==> src/design/fsp_pkg.sv <==
// fsp_pkg: shared types, codes and constants for the frame sequencer.
// Used by fsp_step, frame_sequencer_playback_modes_top and the testbench.
package fsp_pkg;

    localparam int APB_AW  = 4;
    localparam int APB_DW  = 32;

    localparam logic [1:0]  REG_PLAY_MODE      = 2'd0;
    localparam logic [1:0]  REG_FRAME_INTERVAL = 2'd1;
    localparam logic [1:0]  REG_FRAME_COUNT    = 2'd2;

    localparam logic [15:0] INTERVAL_RESET = 16'd100;

    typedef enum logic [1:0] {
        ITEM_ADVANCE   = 2'd0,
        ITEM_SET_FRAME = 2'd1,
        ITEM_SET_ANIM  = 2'd2
    } t_item_mode;

    typedef enum logic [2:0] {
        PLAY_LOOP  = 3'd0,
        PLAY_SHOT  = 3'd1,
        PLAY_BACK  = 3'd2,
        PLAY_STAY  = 3'd3,
        PLAY_OSC   = 3'd4
    } t_play_mode;

    typedef struct packed {
        logic [2:0]  play_mode;
        logic [15:0] frame_interval;
        logic [14:0] frame_count;
    } t_cfg;

    typedef struct packed {
        logic [15:0] frame;
        logic        back;
        logic [31:0] last_ms;
        logic        active;
        logic        animating;
    } t_seq_state;

    typedef struct packed {
        logic [1:0]  mode;
        logic [31:0] now_ms;
        logic [15:0] frame_value;
        logic        animating_value;
    } t_item;

    typedef struct packed {
        logic [15:0] current_frame;
        logic        active;
        logic        animating;
        logic        backward;
        logic        advanced;
    } t_result;

endpackage

==> src/design/fsp_if.sv <==
// Valid/ready channel interfaces for tick items and sequencer results.
// Standalone; no package dependency.
interface fsp_in_if;
    logic               valid;
    logic               ready;
    logic [1:0]         mode;
    logic [31:0]        now_ms;
    logic signed [15:0] frame_value;
    logic               animating_value;

    modport source (output valid, mode, now_ms, frame_value, animating_value, input ready);
    modport sink   (input valid, mode, now_ms, frame_value, animating_value, output ready);
endinterface

interface fsp_out_if;
    logic               valid;
    logic               ready;
    logic signed [15:0] current_frame;
    logic               active;
    logic               animating;
    logic               backward;
    logic               advanced;

    modport source (output valid, current_frame, active, animating, backward, advanced,
                    input ready);
    modport sink   (input valid, current_frame, active, animating, backward, advanced,
                    output ready);
endinterface

==> src/design/frame_sequencer_playback_modes_top.sv <==
// frame_sequencer_playback_modes_top: animation frame sequencer top level.
// Depends on fsp_pkg, fsp_if (fsp_in_if, fsp_out_if) and fsp_step.
//
// Usage:
//   i_in carries one transaction per item: an advance check with the current
//   time in ms, a frame load, or an animating-flag load. o_out returns one
//   transaction per item with the frame and flags after that item and
//   whether it advanced the frame.
//   The APB port holds play_mode (0x0), frame_interval (0x4) and
//   frame_count (0x8); write it only while the block is idle.
// Timing:
//   A result is registered in the result register, or in the skid register
//   while that one is held. Throughput is one item per cycle while
//   i_in.ready is high; the whole update (33-bit due-time compare, frame
//   step and mode select) sits in fsp_step ahead of the result register.
//   A two-entry output buffer (result register plus skid register) keeps
//   i_in.ready high while a single result waits; it drops only when both
//   entries are full.
// Reset:
//   i_rst_n is synchronous, active low. It restores the register defaults
//   (loop, 100 ms, zero frames), clears frame and time, sets active and
//   animating, and empties the output buffer.
module frame_sequencer_playback_modes_top (
    input  logic                        i_clk,
    input  logic                        i_rst_n,
    fsp_in_if.sink                      i_in,
    fsp_out_if.source                   o_out,
    input  logic                        psel,
    input  logic                        penable,
    input  logic                        pwrite,
    input  logic [fsp_pkg::APB_AW-1:0]  paddr,
    input  logic [fsp_pkg::APB_DW-1:0]  pwdata,
    output logic [fsp_pkg::APB_DW-1:0]  prdata,
    output logic                        pready
);
    import fsp_pkg::*;

    t_cfg       r_cfg;
    t_seq_state r_state;
    t_seq_state n_state;
    t_item      item;
    t_result    res;
    t_result    r_out;
    t_result    r_skid;
    logic       r_out_valid;
    logic       r_skid_valid;
    logic       adv;
    logic       in_fire;
    logic       out_fire;
    logic       cfg_wr;

    // config port
    assign pready = 1'b1;
    assign cfg_wr = psel && penable && pwrite;

    always_ff @(posedge i_clk) begin
        if (!i_rst_n) begin
            r_cfg.play_mode      <= PLAY_LOOP;
            r_cfg.frame_interval <= INTERVAL_RESET;
            r_cfg.frame_count    <= 15'd0;
        end else if (cfg_wr) begin
            unique case (paddr[3:2])
                REG_PLAY_MODE:      r_cfg.play_mode      <= pwdata[2:0];
                REG_FRAME_INTERVAL: r_cfg.frame_interval <= pwdata[15:0];
                REG_FRAME_COUNT:    r_cfg.frame_count    <= pwdata[14:0];
                default: ;
            endcase
        end
    end

    always_comb begin
        unique case (paddr[3:2])
            REG_PLAY_MODE:      prdata = {29'b0, r_cfg.play_mode};
            REG_FRAME_INTERVAL: prdata = {16'b0, r_cfg.frame_interval};
            REG_FRAME_COUNT:    prdata = {17'b0, r_cfg.frame_count};
            default:            prdata = '0;
        endcase
    end

    // item path
    assign i_in.ready = !r_skid_valid;
    assign in_fire    = i_in.valid && !r_skid_valid;
    assign out_fire   = r_out_valid && o_out.ready;

    assign item.mode            = i_in.mode;
    assign item.now_ms          = i_in.now_ms;
    assign item.frame_value     = i_in.frame_value;
    assign item.animating_value = i_in.animating_value;

    fsp_step u_step (
        .i_cfg      (r_cfg),
        .i_state    (r_state),
        .i_item     (item),
        .o_state    (n_state),
        .o_advanced (adv)
    );

    assign res.current_frame = n_state.frame;
    assign res.active        = n_state.active;
    assign res.animating     = n_state.animating;
    assign res.backward      = n_state.back;
    assign res.advanced      = adv;

    always_ff @(posedge i_clk) begin
        if (!i_rst_n) begin
            r_state.frame     <= 16'd0;
            r_state.back      <= 1'b0;
            r_state.last_ms   <= 32'd0;
            r_state.active    <= 1'b1;
            r_state.animating <= 1'b1;
        end else if (in_fire) begin
            r_state <= n_state;
        end
    end

    // output buffer
    always_ff @(posedge i_clk) begin
        if (!i_rst_n) begin
            r_out_valid  <= 1'b0;
            r_skid_valid <= 1'b0;
        end else begin
            if (out_fire || !r_out_valid) begin
                r_out_valid  <= r_skid_valid || in_fire;
                r_skid_valid <= 1'b0;
            end else if (in_fire) begin
                r_skid_valid <= 1'b1;
            end
        end
    end

    always_ff @(posedge i_clk) begin
        if (out_fire || !r_out_valid) begin
            r_out <= r_skid_valid ? r_skid : res;
        end
        if (in_fire && r_out_valid && !out_fire) begin
            r_skid <= res;
        end
    end

    assign o_out.valid         = r_out_valid;
    assign o_out.current_frame = r_out.current_frame;
    assign o_out.active        = r_out.active;
    assign o_out.animating     = r_out.animating;
    assign o_out.backward      = r_out.backward;
    assign o_out.advanced      = r_out.advanced;

    a_skid_implies_out: assert property (@(posedge i_clk) disable iff (!i_rst_n)
        r_skid_valid |-> r_out_valid)
        else $error("skid entry held without a result in the output register");

    a_adv_takes_time: assert property (@(posedge i_clk) disable iff (!i_rst_n)
        (in_fire && adv) |=> (r_state.last_ms == $past(i_in.now_ms)))
        else $error("advance did not record the tick time");

    a_time_held: assert property (@(posedge i_clk) disable iff (!i_rst_n)
        !(in_fire && adv) |=> $stable(r_state.last_ms))
        else $error("last advance time changed without an advance");

    a_bad_mode_no_adv: assert property (@(posedge i_clk) disable iff (!i_rst_n)
        (in_fire && (r_cfg.play_mode > PLAY_OSC)) |=> $stable(r_state.back)
            && $stable(r_state.active))
        else $error("undefined play mode changed sequencer flags");

endmodule

==> src/design/fsp_step.sv <==
// fsp_step: next-state logic of the sequencer for one item.
// Depends on fsp_pkg.
module fsp_step (
    input  fsp_pkg::t_cfg       i_cfg,
    input  fsp_pkg::t_seq_state i_state,
    input  fsp_pkg::t_item      i_item,
    output fsp_pkg::t_seq_state o_state,
    output logic                o_advanced
);
    import fsp_pkg::*;

    logic [32:0] due;
    logic        time_ok;
    logic        mode_ok;
    logic        anim_ok;
    logic        adv;
    logic [15:0] stepped;
    logic [15:0] restep;
    logic        at_end;
    logic        at_low;

    always_comb begin
        due     = {1'b0, i_state.last_ms} + {17'b0, i_cfg.frame_interval};
        time_ok = due <= {1'b0, i_item.now_ms};
        mode_ok = i_cfg.play_mode <= PLAY_OSC;
        anim_ok = (i_cfg.play_mode == PLAY_LOOP) || i_state.animating;
        adv     = (t_item_mode'(i_item.mode) == ITEM_ADVANCE) && time_ok && mode_ok && anim_ok;
        stepped = i_state.frame + (i_state.back ? 16'hFFFF : 16'h0001);
        restep  = stepped + (i_state.back ? 16'h0001 : 16'hFFFF);
        at_end  = $signed(stepped) >= $signed({1'b0, i_cfg.frame_count});
        at_low  = $signed(stepped) <= $signed(16'sd0);
    end

    always_comb begin
        o_state    = i_state;
        o_advanced = adv;
        unique case (t_item_mode'(i_item.mode))
            ITEM_ADVANCE: begin
                if (adv) begin
                    o_state.last_ms = i_item.now_ms;
                    o_state.frame   = stepped;
                    unique case (t_play_mode'(i_cfg.play_mode))
                        PLAY_LOOP: begin
                            if (at_end) o_state.frame = 16'h0000;
                        end
                        PLAY_SHOT: begin
                            if (at_end) o_state.active = 1'b0;
                        end
                        PLAY_BACK: begin
                            if (at_end) begin
                                o_state.back      = !i_state.back;
                                o_state.animating = 1'b0;
                            end
                        end
                        PLAY_STAY: begin
                            if (at_end) begin
                                o_state.frame     = {1'b0, i_cfg.frame_count} - 16'd1;
                                o_state.animating = 1'b0;
                            end
                        end
                        PLAY_OSC: begin
                            if (at_end || at_low) begin
                                o_state.back  = !i_state.back;
                                o_state.frame = restep;
                            end
                        end
                        default: o_state = i_state;
                    endcase
                end
            end
            ITEM_SET_FRAME: o_state.frame     = i_item.frame_value;
            ITEM_SET_ANIM:  o_state.animating = i_item.animating_value;
            default:        o_state = i_state;
        endcase
    end

endmodule

==> src/flat_wrapper.sv <==
// flat-port wrapper written by rule: the top's interface ports become plain ports
module frame_sequencer_playback_modes_top_flat import fsp_pkg::*;
  (i_clk, i_rst_n, psel, penable, pwrite, paddr, pwdata, prdata, pready, i_in_valid, i_in_mode, i_in_now_ms, i_in_frame_value, i_in_animating_value, i_in_ready, o_out_valid, o_out_current_frame, o_out_active, o_out_animating, o_out_backward, o_out_advanced, o_out_ready);
  fsp_in_if i_in_i ();
  fsp_out_if o_out_i ();
  input  logic i_clk;
  input  logic i_rst_n;
  input  logic psel;
  input  logic penable;
  input  logic pwrite;
  input  logic [fsp_pkg::APB_AW-1:0] paddr;
  input  logic [fsp_pkg::APB_DW-1:0] pwdata;
  output logic [fsp_pkg::APB_DW-1:0] prdata;
  output logic pready;
  input wire logic [$bits(i_in_i.valid)-1:0] i_in_valid;
  input wire logic [$bits(i_in_i.mode)-1:0] i_in_mode;
  input wire logic [$bits(i_in_i.now_ms)-1:0] i_in_now_ms;
  input wire logic [$bits(i_in_i.frame_value)-1:0] i_in_frame_value;
  input wire logic [$bits(i_in_i.animating_value)-1:0] i_in_animating_value;
  output wire logic [$bits(i_in_i.ready)-1:0] i_in_ready;
  output wire logic [$bits(o_out_i.valid)-1:0] o_out_valid;
  output wire logic [$bits(o_out_i.current_frame)-1:0] o_out_current_frame;
  output wire logic [$bits(o_out_i.active)-1:0] o_out_active;
  output wire logic [$bits(o_out_i.animating)-1:0] o_out_animating;
  output wire logic [$bits(o_out_i.backward)-1:0] o_out_backward;
  output wire logic [$bits(o_out_i.advanced)-1:0] o_out_advanced;
  input wire logic [$bits(o_out_i.ready)-1:0] o_out_ready;
  assign i_in_i.valid = i_in_valid;
  assign i_in_i.mode = i_in_mode;
  assign i_in_i.now_ms = i_in_now_ms;
  assign i_in_i.frame_value = i_in_frame_value;
  assign i_in_i.animating_value = i_in_animating_value;
  assign i_in_ready = i_in_i.ready;
  assign o_out_valid = o_out_i.valid;
  assign o_out_current_frame = o_out_i.current_frame;
  assign o_out_active = o_out_i.active;
  assign o_out_animating = o_out_i.animating;
  assign o_out_backward = o_out_i.backward;
  assign o_out_advanced = o_out_i.advanced;
  assign o_out_i.ready = o_out_ready;
  frame_sequencer_playback_modes_top u_core (.i_clk(i_clk), .i_rst_n(i_rst_n), .i_in(i_in_i), .o_out(o_out_i), .psel(psel), .penable(penable), .pwrite(pwrite), .paddr(paddr), .pwdata(pwdata), .prdata(prdata), .pready(pready));
endmodule
==> config.mk <==
export PLATFORM = sky130hd
export DESIGN_NAME = frame_sequencer_playback_modes_top_flat
export DESIGN_NICKNAME = d
export VERILOG_FILES = /design/src/design/fsp_pkg.sv /design/src/design/fsp_if.sv /design/src/design/frame_sequencer_playback_modes_top.sv /design/src/design/fsp_step.sv /design/src/flat_wrapper.sv
export SDC_FILE = /design/constraint.sdc
export NUM_CORES = 1
export LEC_CHECK = 0
export BUFFER_PORTS_ARGS = -buffer_cell sky130_fd_sc_hd__buf_4
export CAP_MARGIN = 20
export CORE_ASPECT_RATIO = 0.5
export CORE_MARGIN = 2
export CORE_UTILIZATION = 50
export DETAILED_ROUTE_END_ITERATION = 7
export PLACE_DENSITY_LB_ADDON = 0.12
export SLEW_MARGIN = 5
export SYNTH_ARGS = -nofsm -noshare
export SYNTH_HDL_FRONTEND = slang
export SYNTH_SLANG_ARGS = --single-unit
export TNS_END_PERCENT = 1
==> constraint.sdc <==
create_clock -name i_clk -period 6.27 [get_ports i_clk]
set_clock_uncertainty 0.15 [all_clocks]
set_input_delay 1.254 -clock i_clk [delete_from_list [all_inputs] [get_ports i_clk]]
set_output_delay 1.254 -clock i_clk [all_outputs]
set_load 0.02 [all_outputs]
# Word level (Yosys, flattened, before mapping)
# Index checks and enable logic that the tools add are counted.
# classes
add_sub_neg,4
n_lt_le_gt_ge,4
n_eq_ne,8
n_mux,19
bitwise_logic,1
n_reduce_logical,28
# ops
cell,count
$mux 16,4
$pmux 16 s4,1
$mux 51,1
$pmux 16 s3,1
$mux 34,1
$add 32x16->33,1
$le 33x32->1,1
$add 16x16->16,2
$mux 32,1
$pmux 16 s2,1
$mux 20,1
$mux 17,1
$ge 16x16->1,1
$le 16x1->1 const B,1
$sub 15x1->16 const B,1
$logic_and 1x1->1,9
$eq 3x2->1 const B,2
$reduce_and 2->1,3
$reduce_or 2->1,3
$mux 1,5
$reduce_or 5->1,1
$eq 2x1->1 const B,2
$eq 2x2->1 const B,2
$logic_not 1->1,4
9 further kinds,14
# word_totals
ff_bits,127
input_bits,94
output_inout_bits,55
elab_cells,84

# Logic depth before layout (Yosys ltp)
# Gate-level depths: netlist of run 1.
# depth
depth_word,9
depth_mapped,25
depth_no_buf,24

# Modules after synthesis
# From an unflattened synthesis of run 1, not the netlist that was laid out.
# unflattened
hier_cells,1202
area_unflattened_um2,9928.3
# by_module_without_submodules
module,n_inst,cells_per_inst,area_per_inst_um2,seq_area_each_um2
frame_sequencer_playback_modes_top,1,477,5077.4,2942.8
fsp_step,1,725,4850.9,0.0

# Worst setup path after synthesis of run 1
# Ideal clock, no wire load.
# synth_path
path_type,reg2reg
startpoint,reg u_core.r_state[3] (netlist name)
endpoint,"reg u_core.r_out, in the netlist u_core.o_out.current_frame[1] (data pin)"
setup_ns,0.169
t_arrival_ns,4.761
required_ns,5.951
path_slack_ns,1.190
stages_incl_launch_ff,23
n_path_buf,1
synth_period_minus_slack_ns,5.080
cell_sequence,dfxtp_1 ha_1 a21o_1 a21oi_1 o21bai_1 a21boi_0 o211ai_1 a31o_2 or2_2 a21oi_1 nor3b_1 xor2_1 ha_1 nand4_1 nor4_1 a31oi_1 o32ai_1 a21oi_1 o21bai_1 a21oi_1 clkbuf_1 o22ai_1 o31ai_1
# synth_via
elab_chain_cells,8
# synth_lines
element,line,source
from (decl),frame_sequencer_playback_modes_top.sv:39,t_seq_state r_state;
from (signal assigned),frame_sequencer_playback_modes_top.sv:112,r_state <= n_state;
$add 32x16->33,fsp_step.sv:23,"due = {1'b0, i_state.last_ms} + {17'b0, i_cfg.frame_interval};"
$le 33x32->1,fsp_step.sv:24,"time_ok = due <= {1'b0, i_item.now_ms};"
$logic_and 1x1->1 (3 in a row),fsp_step.sv:27,adv = (t_item_mode'(i_item.mode) == ITEM_ADVANCE) && time_ok && mode_ok && anim_ok;
$mux 51,fsp_step.sv:39,if (adv) begin
$pmux 16 s2,fsp_step.sv:37,unique case (t_item_mode'(i_item.mode))
$mux 20,frame_sequencer_playback_modes_top.sv:133,r_out <= r_skid_valid ? r_skid : res;
to (signal assigned),frame_sequencer_playback_modes_top.sv:133,
to (decl),frame_sequencer_playback_modes_top.sv:43,t_result r_out;
# No other way between the ends.
# A chain may end at the register's enable or synchronous reset.

# Worst setup path in the final report of run 1
# layout_path
startpoint,reg u_core.r_cfg[16] (netlist name)
endpoint,"reg u_core.r_out, in the netlist u_core.o_out.current_frame[3] (data pin)"
# layout_via
elab_chain_cells,8
# layout_lines
element,line,source
from (decl),frame_sequencer_playback_modes_top.sv:38,t_cfg r_cfg;
$add 32x16->33,fsp_step.sv:23,
$le 33x32->1,fsp_step.sv:24,
$logic_and 1x1->1 (3 in a row),fsp_step.sv:27,
$mux 51,fsp_step.sv:39,
$pmux 16 s2,fsp_step.sv:37,
$mux 20,frame_sequencer_playback_modes_top.sv:133,
# No other way between the ends.

==> results of run 1 <==
cell type report:
class                           instances  share of cell area (%)
Sequential cell                       127                    25.0
Timing Repair Buffer                  145                    9.52
Clock inverter                         15                    1.56
Tap cell                              266                    2.83
Clock buffer                           17                    3.61
Inverter                               76                    2.42
Multi-Input combinational cell        950                    55.1
flip-flops by register name (all words and copies together) (netlist names):
name,cells
u_core.r_skid_valid,1
u_core.r_state,51
u_core.o_out.animating,1
u_core.o_out.current_frame,16
u_core.r_cfg,34
u_core.o_out.active,1
u_core.o_out.advanced,1
u_core.o_out.valid,1
u_core.r_skid,20
u_core.o_out.backward,1
stage by stage:
step / hold WS (ns) / util, % / power (µW) / setup slack, ns
after floorplan: 0.285 / - / 1500 / 1.19
after global placement: 0.302 / 57.0 / 1750 / 0.241
after detailed placement: 0.305 / 57.0 / 1770 / 0.0705
after CTS: 0.323 / 60.1 / 2800 / 0.00601
after global routing: 0.346 / 60.4 / 2930 / 0.0614
final: 0.322 / 60.4 / 2800 / 0.417
kinds of logic (layout without fill, tap and decap cells):
| logic type | after synthesis | in the layout | synth area share [%] |
|---|---|---|---|
| mux | 13 | 13 | 1.34 |
| simple gates | 405 | 405 | 19.3 |
| xor+xnor | 60 | 60 | 5.26 |
| fa+ha+maj | 96 | 96 | 12.1 |
| flops | 127 | 127 | 29.5 |
| other cells | 2 | 17 | 0.0752 |
| buf+inv | 147 | 253 | 6.39 |
| compound gates | 359 | 359 | 26.0 |
worst reg2reg max path: cells and delay by family, from the launching register on:
kind            cells  cell delay, ns
fa+ha+maj           2            0.55
xor+xnor            1            0.14
buf+inv             4            0.73
flops               1            0.39
compound gates     14            2.70
simple gates        4            0.93
power groups by stage:
stage | clock network [µW] | registers (µW) | logic [µW]
after floorplan | 0 | 977 | 528
after global placement | 0 | 957 | 794
after detailed placement | 0 | 958 | 811
after CTS | 1040 | 940 | 817
after global routing | 1080 | 945 | 905
final | 1030 | 939 | 826
cell usage in the layout, fill, tap and decap left out, drive strengths merged, types with 18 or more instances in the layout:
master  synthesis  routed
a21oi          64      64
nand3          27      27
ha             93      93
nor2           54      54
nand2         193     193
nand2b         18      18
a21o           24      24
edfxtp         40      40
xnor2          34      34
dfxtp          87      87
o221ai         20      20
nor2b          19      19
o21ai          49      49
xor2           26      26
a211oi         18      18
a21boi         65      65
buf            28     145
inv            75      80
path summary, 6_finish.rpt:
| path | start | end | depth (start not counted) |
|---|---|---|---|
| worst max-delay path | u_core.r_cfg[16]$_SDFFE_PN0P_ | u_core.o_out.current_frame[3]$_DFFE_PP_ | 25 |
| worst min-delay path | u_core.r_state[1]$_SDFFE_PN1P_ | u_core.r_state[1]$_SDFFE_PN1P_ | 2 |
| worst max register to register | u_core.r_cfg[16]$_SDFFE_PN0P_ | u_core.o_out.current_frame[3]$_DFFE_PP_ | 25 |
| worst min register to register | u_core.r_state[1]$_SDFFE_PN1P_ | u_core.r_state[1]$_SDFFE_PN1P_ | 2 |
what timing repair did:
action,CTS,global route
setup endpoints to repair,0,84
gates resized for setup,0,4
buffers inserted,0,0
endpoints found under the hold margin,0,0
synth_stat cells, types with 5 or more instances:
library cell,n
xor2_1,26
o211ai_1,7
and2_1,7
nor2b_1,19
nor3_1,17
o31ai_1,17
and3_1,12
nor4_1,9
buf_2,9
mux2i_1,10
or3_1,5
xnor2_1,34
o21a_1,14
inv_1,75
edfxtp_1,40
dfxtp_1,87
nand4_1,16
a211oi_1,12
a21oi_1,63
a211oi_2,6
o22ai_1,13
a21o_1,24
a21boi_0,64
o21ai_1,6
nor2_1,54
nand2b_1,18
nor3b_1,10
o221ai_1,20
nand3_1,27
buf_4,18
ha_1,93
clkbuf_1,43
o21ai_0,42
a22o_1,12
nand2_1,193
a31oi_1,7
layer usage:
layer | global-route usage (%) | vias to the layer above | wire length (µm)
met4 | 6.73 | 0 | 450
met3 | 5.29 | 33 | 1510
met2 | 44.5 | 265 | 13200
met5 | 0 | - | 0
met1 | 34.9 | 4412 | 12800
li1 | - | 4564 | -
==> results.ini, run 1 <==
[run_status]
status=complete, no violations

[power_and_ir_drop]
p_int_uw=1880
pwr-share-comb_pct=29.5
switching_share_pct=32.8
max-vdd-ir-drop_v=0.000176
clkPwrFrac_pct=36.8
p_leak_uw=0.00517
switchingPower_uw=916
powerDensity_nw_per_um2=237
power_frac_seq_pct=33.6

[job]
maxCapViolations=0

[placed_design]
place_area_um2=11100
dp.cells=1562
dpl.hpwl_um=21200
gp_congestion=0.889
io_buffers=113

[die]
die_w_um=204
io_pins=149
start_util_pct=51.2
fp.dieH_um=104
row_count=36
die-area_um2=21200
core_area_um2=19500

[timing]
worst_slew_pin_slew_ns=1.10
finalCritPeriodShare_pct=93.3
finalSetupTns_ns=0
clock.fmax_mhz=171
rsz0062_at_grt=no
maxSlewHeadroom_pct=26.3
slew_violations=0
setup_viol=0
min_period_ns=5.85
finalHoldViolCount=0

[critical_path]
cp_top_family=compound AO/OA/AOI/OAI gates
cp.required_ns=6.30
start_kind=flip-flop
regToRegSetupSlack_ns=0.42
end_kind=flip-flop
crit_slowest_cell=nor4_2
arrival_ns=5.88
worst-path-buf-inv=4
crit_type=reg -> reg
cp_max_fo=16
cp_slowest_stage_delay_ns=0.44

[clock_network]
cts.sinks=127
htree_levels=4
root_buffer=clkbuf_16
clockBufferDepth=2
cts_tree=built
cts_buffers=17
hold_buffers=0
clk_latency_ns=0.43
clkTransAtPathRegs_ns=0.06

[synth]
yosys.area.top_type=dfxtp_1
synth_top_area_share_pct=17.4
synth-seq-cells=127
synthArstFlopShare_pct=0
ys_warn_count=0
ys_types=85
synth_ff_type=dfxtp_1
synth_area_um2=9990
seq_area_frac_synth_pct=29.5
postSynthAreaPerCell_um2=8.26
synthTopCellsByArea=dfxtp_1, edfxtp_1, ha_1
synthCells=1209
synth_edf_count=40

[cells_and_area]
fill_cells=1741
syn_to_final_growth_pct=17.9
multiInputGateArea_um2=6490
final_cells=1596
fin_area_um2=11800
nets=1506
register_area_um2=2940
drive_above_1_share_pct=16.2
diodes=0

[grt]
grt_max_degree=92
grt_pass1_wl_um=44900
grt_pass1_vias=8749
grt_usage_pct=26.5
grt_antenna_before_repair=0
overflow=0

[routing]
wl_um=28000
ant_nets=0
routedWlPerCell_um=17.5
drt_iter0_drc=593
vias_per_cell=5.81
drc=0
dr_total_vias=9274
firstDrtPassIters=7

[min_path]
min_path_type=reg -> reg

No activity file was read; power rests on OpenSTA's default activity.
==> run 2, diff against run 1 <==
ABC_AREA = 1   (was unset)
SLEW_MARGIN = 10   (was 5)
==> run 2 against run 1 <==
- combinational power up 10%
- non-clock buffer count down 22
- sequential cell count unchanged
- core utilization down 2.0 points
- sequential share of layout area down 0.30 points
- first-iteration DRC count up 13%
- clock-buffer cell count up 2
- final area up 1.2%
- sequential power down 1%
- hold slack worse by 0.0052 ns
- via count up 9.8%
- critical path type unchanged
- highest routed layer unchanged
- power up 1.1%
- critical endpoint is now u_core.o_out.current_frame[12]$_DFFE_PP_
==> results.ini, run 2 <==
[routing]
drt_iter0_drc=669
firstDrtPassIters=5
drc=0
wl_met1_um=14400
wl_um=29500
wl_met2_um=13400
wl_met3_um=1390
vias_per_cell=5.27
ant_nets=0
routedWlPerCell_um=15.3
top_layer=met4
dr_total_vias=10200

[placed_design]
place_ws_ns=0.943
place_area_um2=11300
dpl.hpwl_um=23100
gp_congestion=0.899
io_buffers=113

[min_path]
min_path_type=reg -> reg

[power_and_ir_drop]
pwr-share-comb_pct=32.2
switching_share_pct=35.3
clkPwrFrac_pct=35.0
powerDensity_nw_per_um2=237
power_frac_seq_pct=32.8
p_int_uw=1830
max-vdd-ir-drop_v=0.000182
p_leak_uw=0.00604
switchingPower_uw=998

[clock_network]
htree_levels=4
hold_buffers=0
clk_latency_ns=0.43
clockBufferDepth=2
root_buffer=clkbuf_16
clkTransAtPathRegs_ns=0.06
postCtsSetupRepairBufs=0
cts.sinks=127
cts_tree=built
ctsResizeCount=0
cts_buffers=17

[timing]
worst_slew_pin_slew_ns=1.11
setup_viol=0
finalCritPeriodShare_pct=87.1
worst_slack_ns=0.808
min_period_ns=5.46
finalSetupTns_ns=0
maxSlewHeadroom_pct=25.5
rsz0062_at_grt=no
finalHoldViolCount=0
slew_violations=0
clock.fmax_mhz=183

[synth]
yosys-top-cells-count=nand2_1, inv_1, a21oi_1, nand3_1, nor2_1
postSynthAreaPerCell_um2=6.66
ys_warn_count=0
seq_area_frac_synth_pct=28.4
synth_ff_type=dfxtp_1
synth-seq-cells=127
yosys.area.top_type=dfxtp_1
synth_top_area_share_pct=16.8
synth_edf_count=40
synthArstFlopShare_pct=0
synthTopCellsByArea=dfxtp_1, nand2_1, edfxtp_1
ys_types=48
yosysMostFrequentCell=nand2_1
synthCells=1555
synth_area_um2=10400

[cells_and_area]
fill_cells=2032
fin_util_pct=58.4
drive_above_1_share_pct=11.0
largest_reg_flops=51
diodes=0
reg_top3=u_core.r_state: 51 flops, u_core.r_cfg: 34 flops, u_core.r_skid: 20 flops
largest-register=u_core.r_state
layout_common_cells=nand2_1, inv_1, a21oi_1, nand3_1, buf_4
syn_to_final_growth_pct=15.1
fin_area_um2=11900
nets=1835
final_common_cell=nand2_1

[grt]
grt_pass1_wl_um=48300
grt_pass1_vias=9553
overflow=0
grt_antenna_before_repair=0
grt_max_degree=48
grt_usage_pct=27.3

[critical_path]
cp.required_ns=6.30
cp_slowest_stage_delay_ns=0.94
worst-path-buf-inv=2
arrival_ns=5.49
cp_max_fo=20
crit_slowest_cell=dfxtp_1
cpMostUsedCell=nand2_1
crit_type=reg -> reg
start_kind=flip-flop
end_kind=flip-flop
cp_top_family=simple AND/OR/NAND/NOR gates

[die]
die-area_um2=21900
start_util_pct=50.7
core_area_um2=20400
row_count=37
die_w_um=208
io_pins=149
fp.dieH_um=106

[job]
maxCapViolations=0

[run_status]
status=complete, no violations

[run 2: cell count changes in the layout (fill, tap and decap cells not counted), sizes merged, moves of 18 or more]
cell,change
nand3,+116
a21o,-21
a21oi,+81
nor2b,-19
nor2,+51
a21boi,-63
xor2,+18
nand2,+216
inv,+148
nand2b,-18
o21ai,+57
buf,-22
[run 2: through the flow]
step           total power, µW  hold slack, ns  instances
6_report                  2830           0.317       1932
5_1_grt                   3000           0.337       1932
4_1_cts                   2840           0.318       1932
3_5_place_dp              1840           0.309       1900
3_3_place_gp              1830           0.303       1900
2_1_floorplan             1600           0.294       1570
[run 2: area by class of cell]
cell class	instances	area, µm²	area share, %
clock buffers	19	453	3.80
clock inverters	13	133	1.11
inverters	228	856	7.18
multi-input cells	1149	6270	52.6
flip-flops and latches	127	2940	24.7
well taps	273	342	2.87
repair buffers	123	923	7.75
[run 2: kinds of logic (layout without fill, tap and decap cells)]
logic type                 count (synthesis)  count (layout)  share of synthesized area, %
other                                      2              17                        0.0725
buffers and inverters                    294             383                          11.6
AOI/OAI and AO/OA                        274             274                          14.0
adders and majority gates                 95              95                          11.6
DFF                                      127             127                          28.4
xor gates and xnor gates                  61              61                          5.23
and+or+nand+nor                          702             702                          29.0
[run 2: power by group through the flow]
stage | Clock [µW] | Combinational, µW | Sequential (µW)
floorplan | 0 | 638 | 958
global placement | 0 | 883 | 944
detailed placement | 0 | 896 | 945
CTS | 1010 | 903 | 928
global route | 1050 | 1020 | 932
finish | 989 | 909 | 928
[run 2: metal layers]
| metal | vias to the layer above | track usage (%) |
|---|---|---|
| met2 | 232 | 45.3 |
| met4 | 0 | 5.77 |
| met5 | - | 0 |
| li1 | 5225 | - |
| met3 | 28 | 4.38 |
| met1 | 4698 | 37.7 |
[run 2: final timing paths]
check	start	end	slack (ns)	cells after the start
setup / recovery	u_core.r_state[34]$_SDFFE_PN0P_	u_core.o_out.current_frame[12]$_DFFE_PP_	0.81	28
hold / removal	u_core.r_state[17]$_SDFFE_PN0P_	u_core.r_state[17]$_SDFFE_PN0P_	0.32	2
setup reg to reg	u_core.r_state[34]$_SDFFE_PN0P_	u_core.o_out.current_frame[12]$_DFFE_PP_	0.81	28
hold reg to reg	u_core.r_state[17]$_SDFFE_PN0P_	u_core.r_state[17]$_SDFFE_PN0P_	0.32	2
[run 2: worst min-delay path: cells and delay by family (launching register included)]
| family | cells | cell delay, ns |
|---|---|---|
| DFF | 1 | 0.31 |
| and+or+nand+nor | 1 | 0.06 |
| AOI/OAI and AO/OA | 1 | 0.05 |
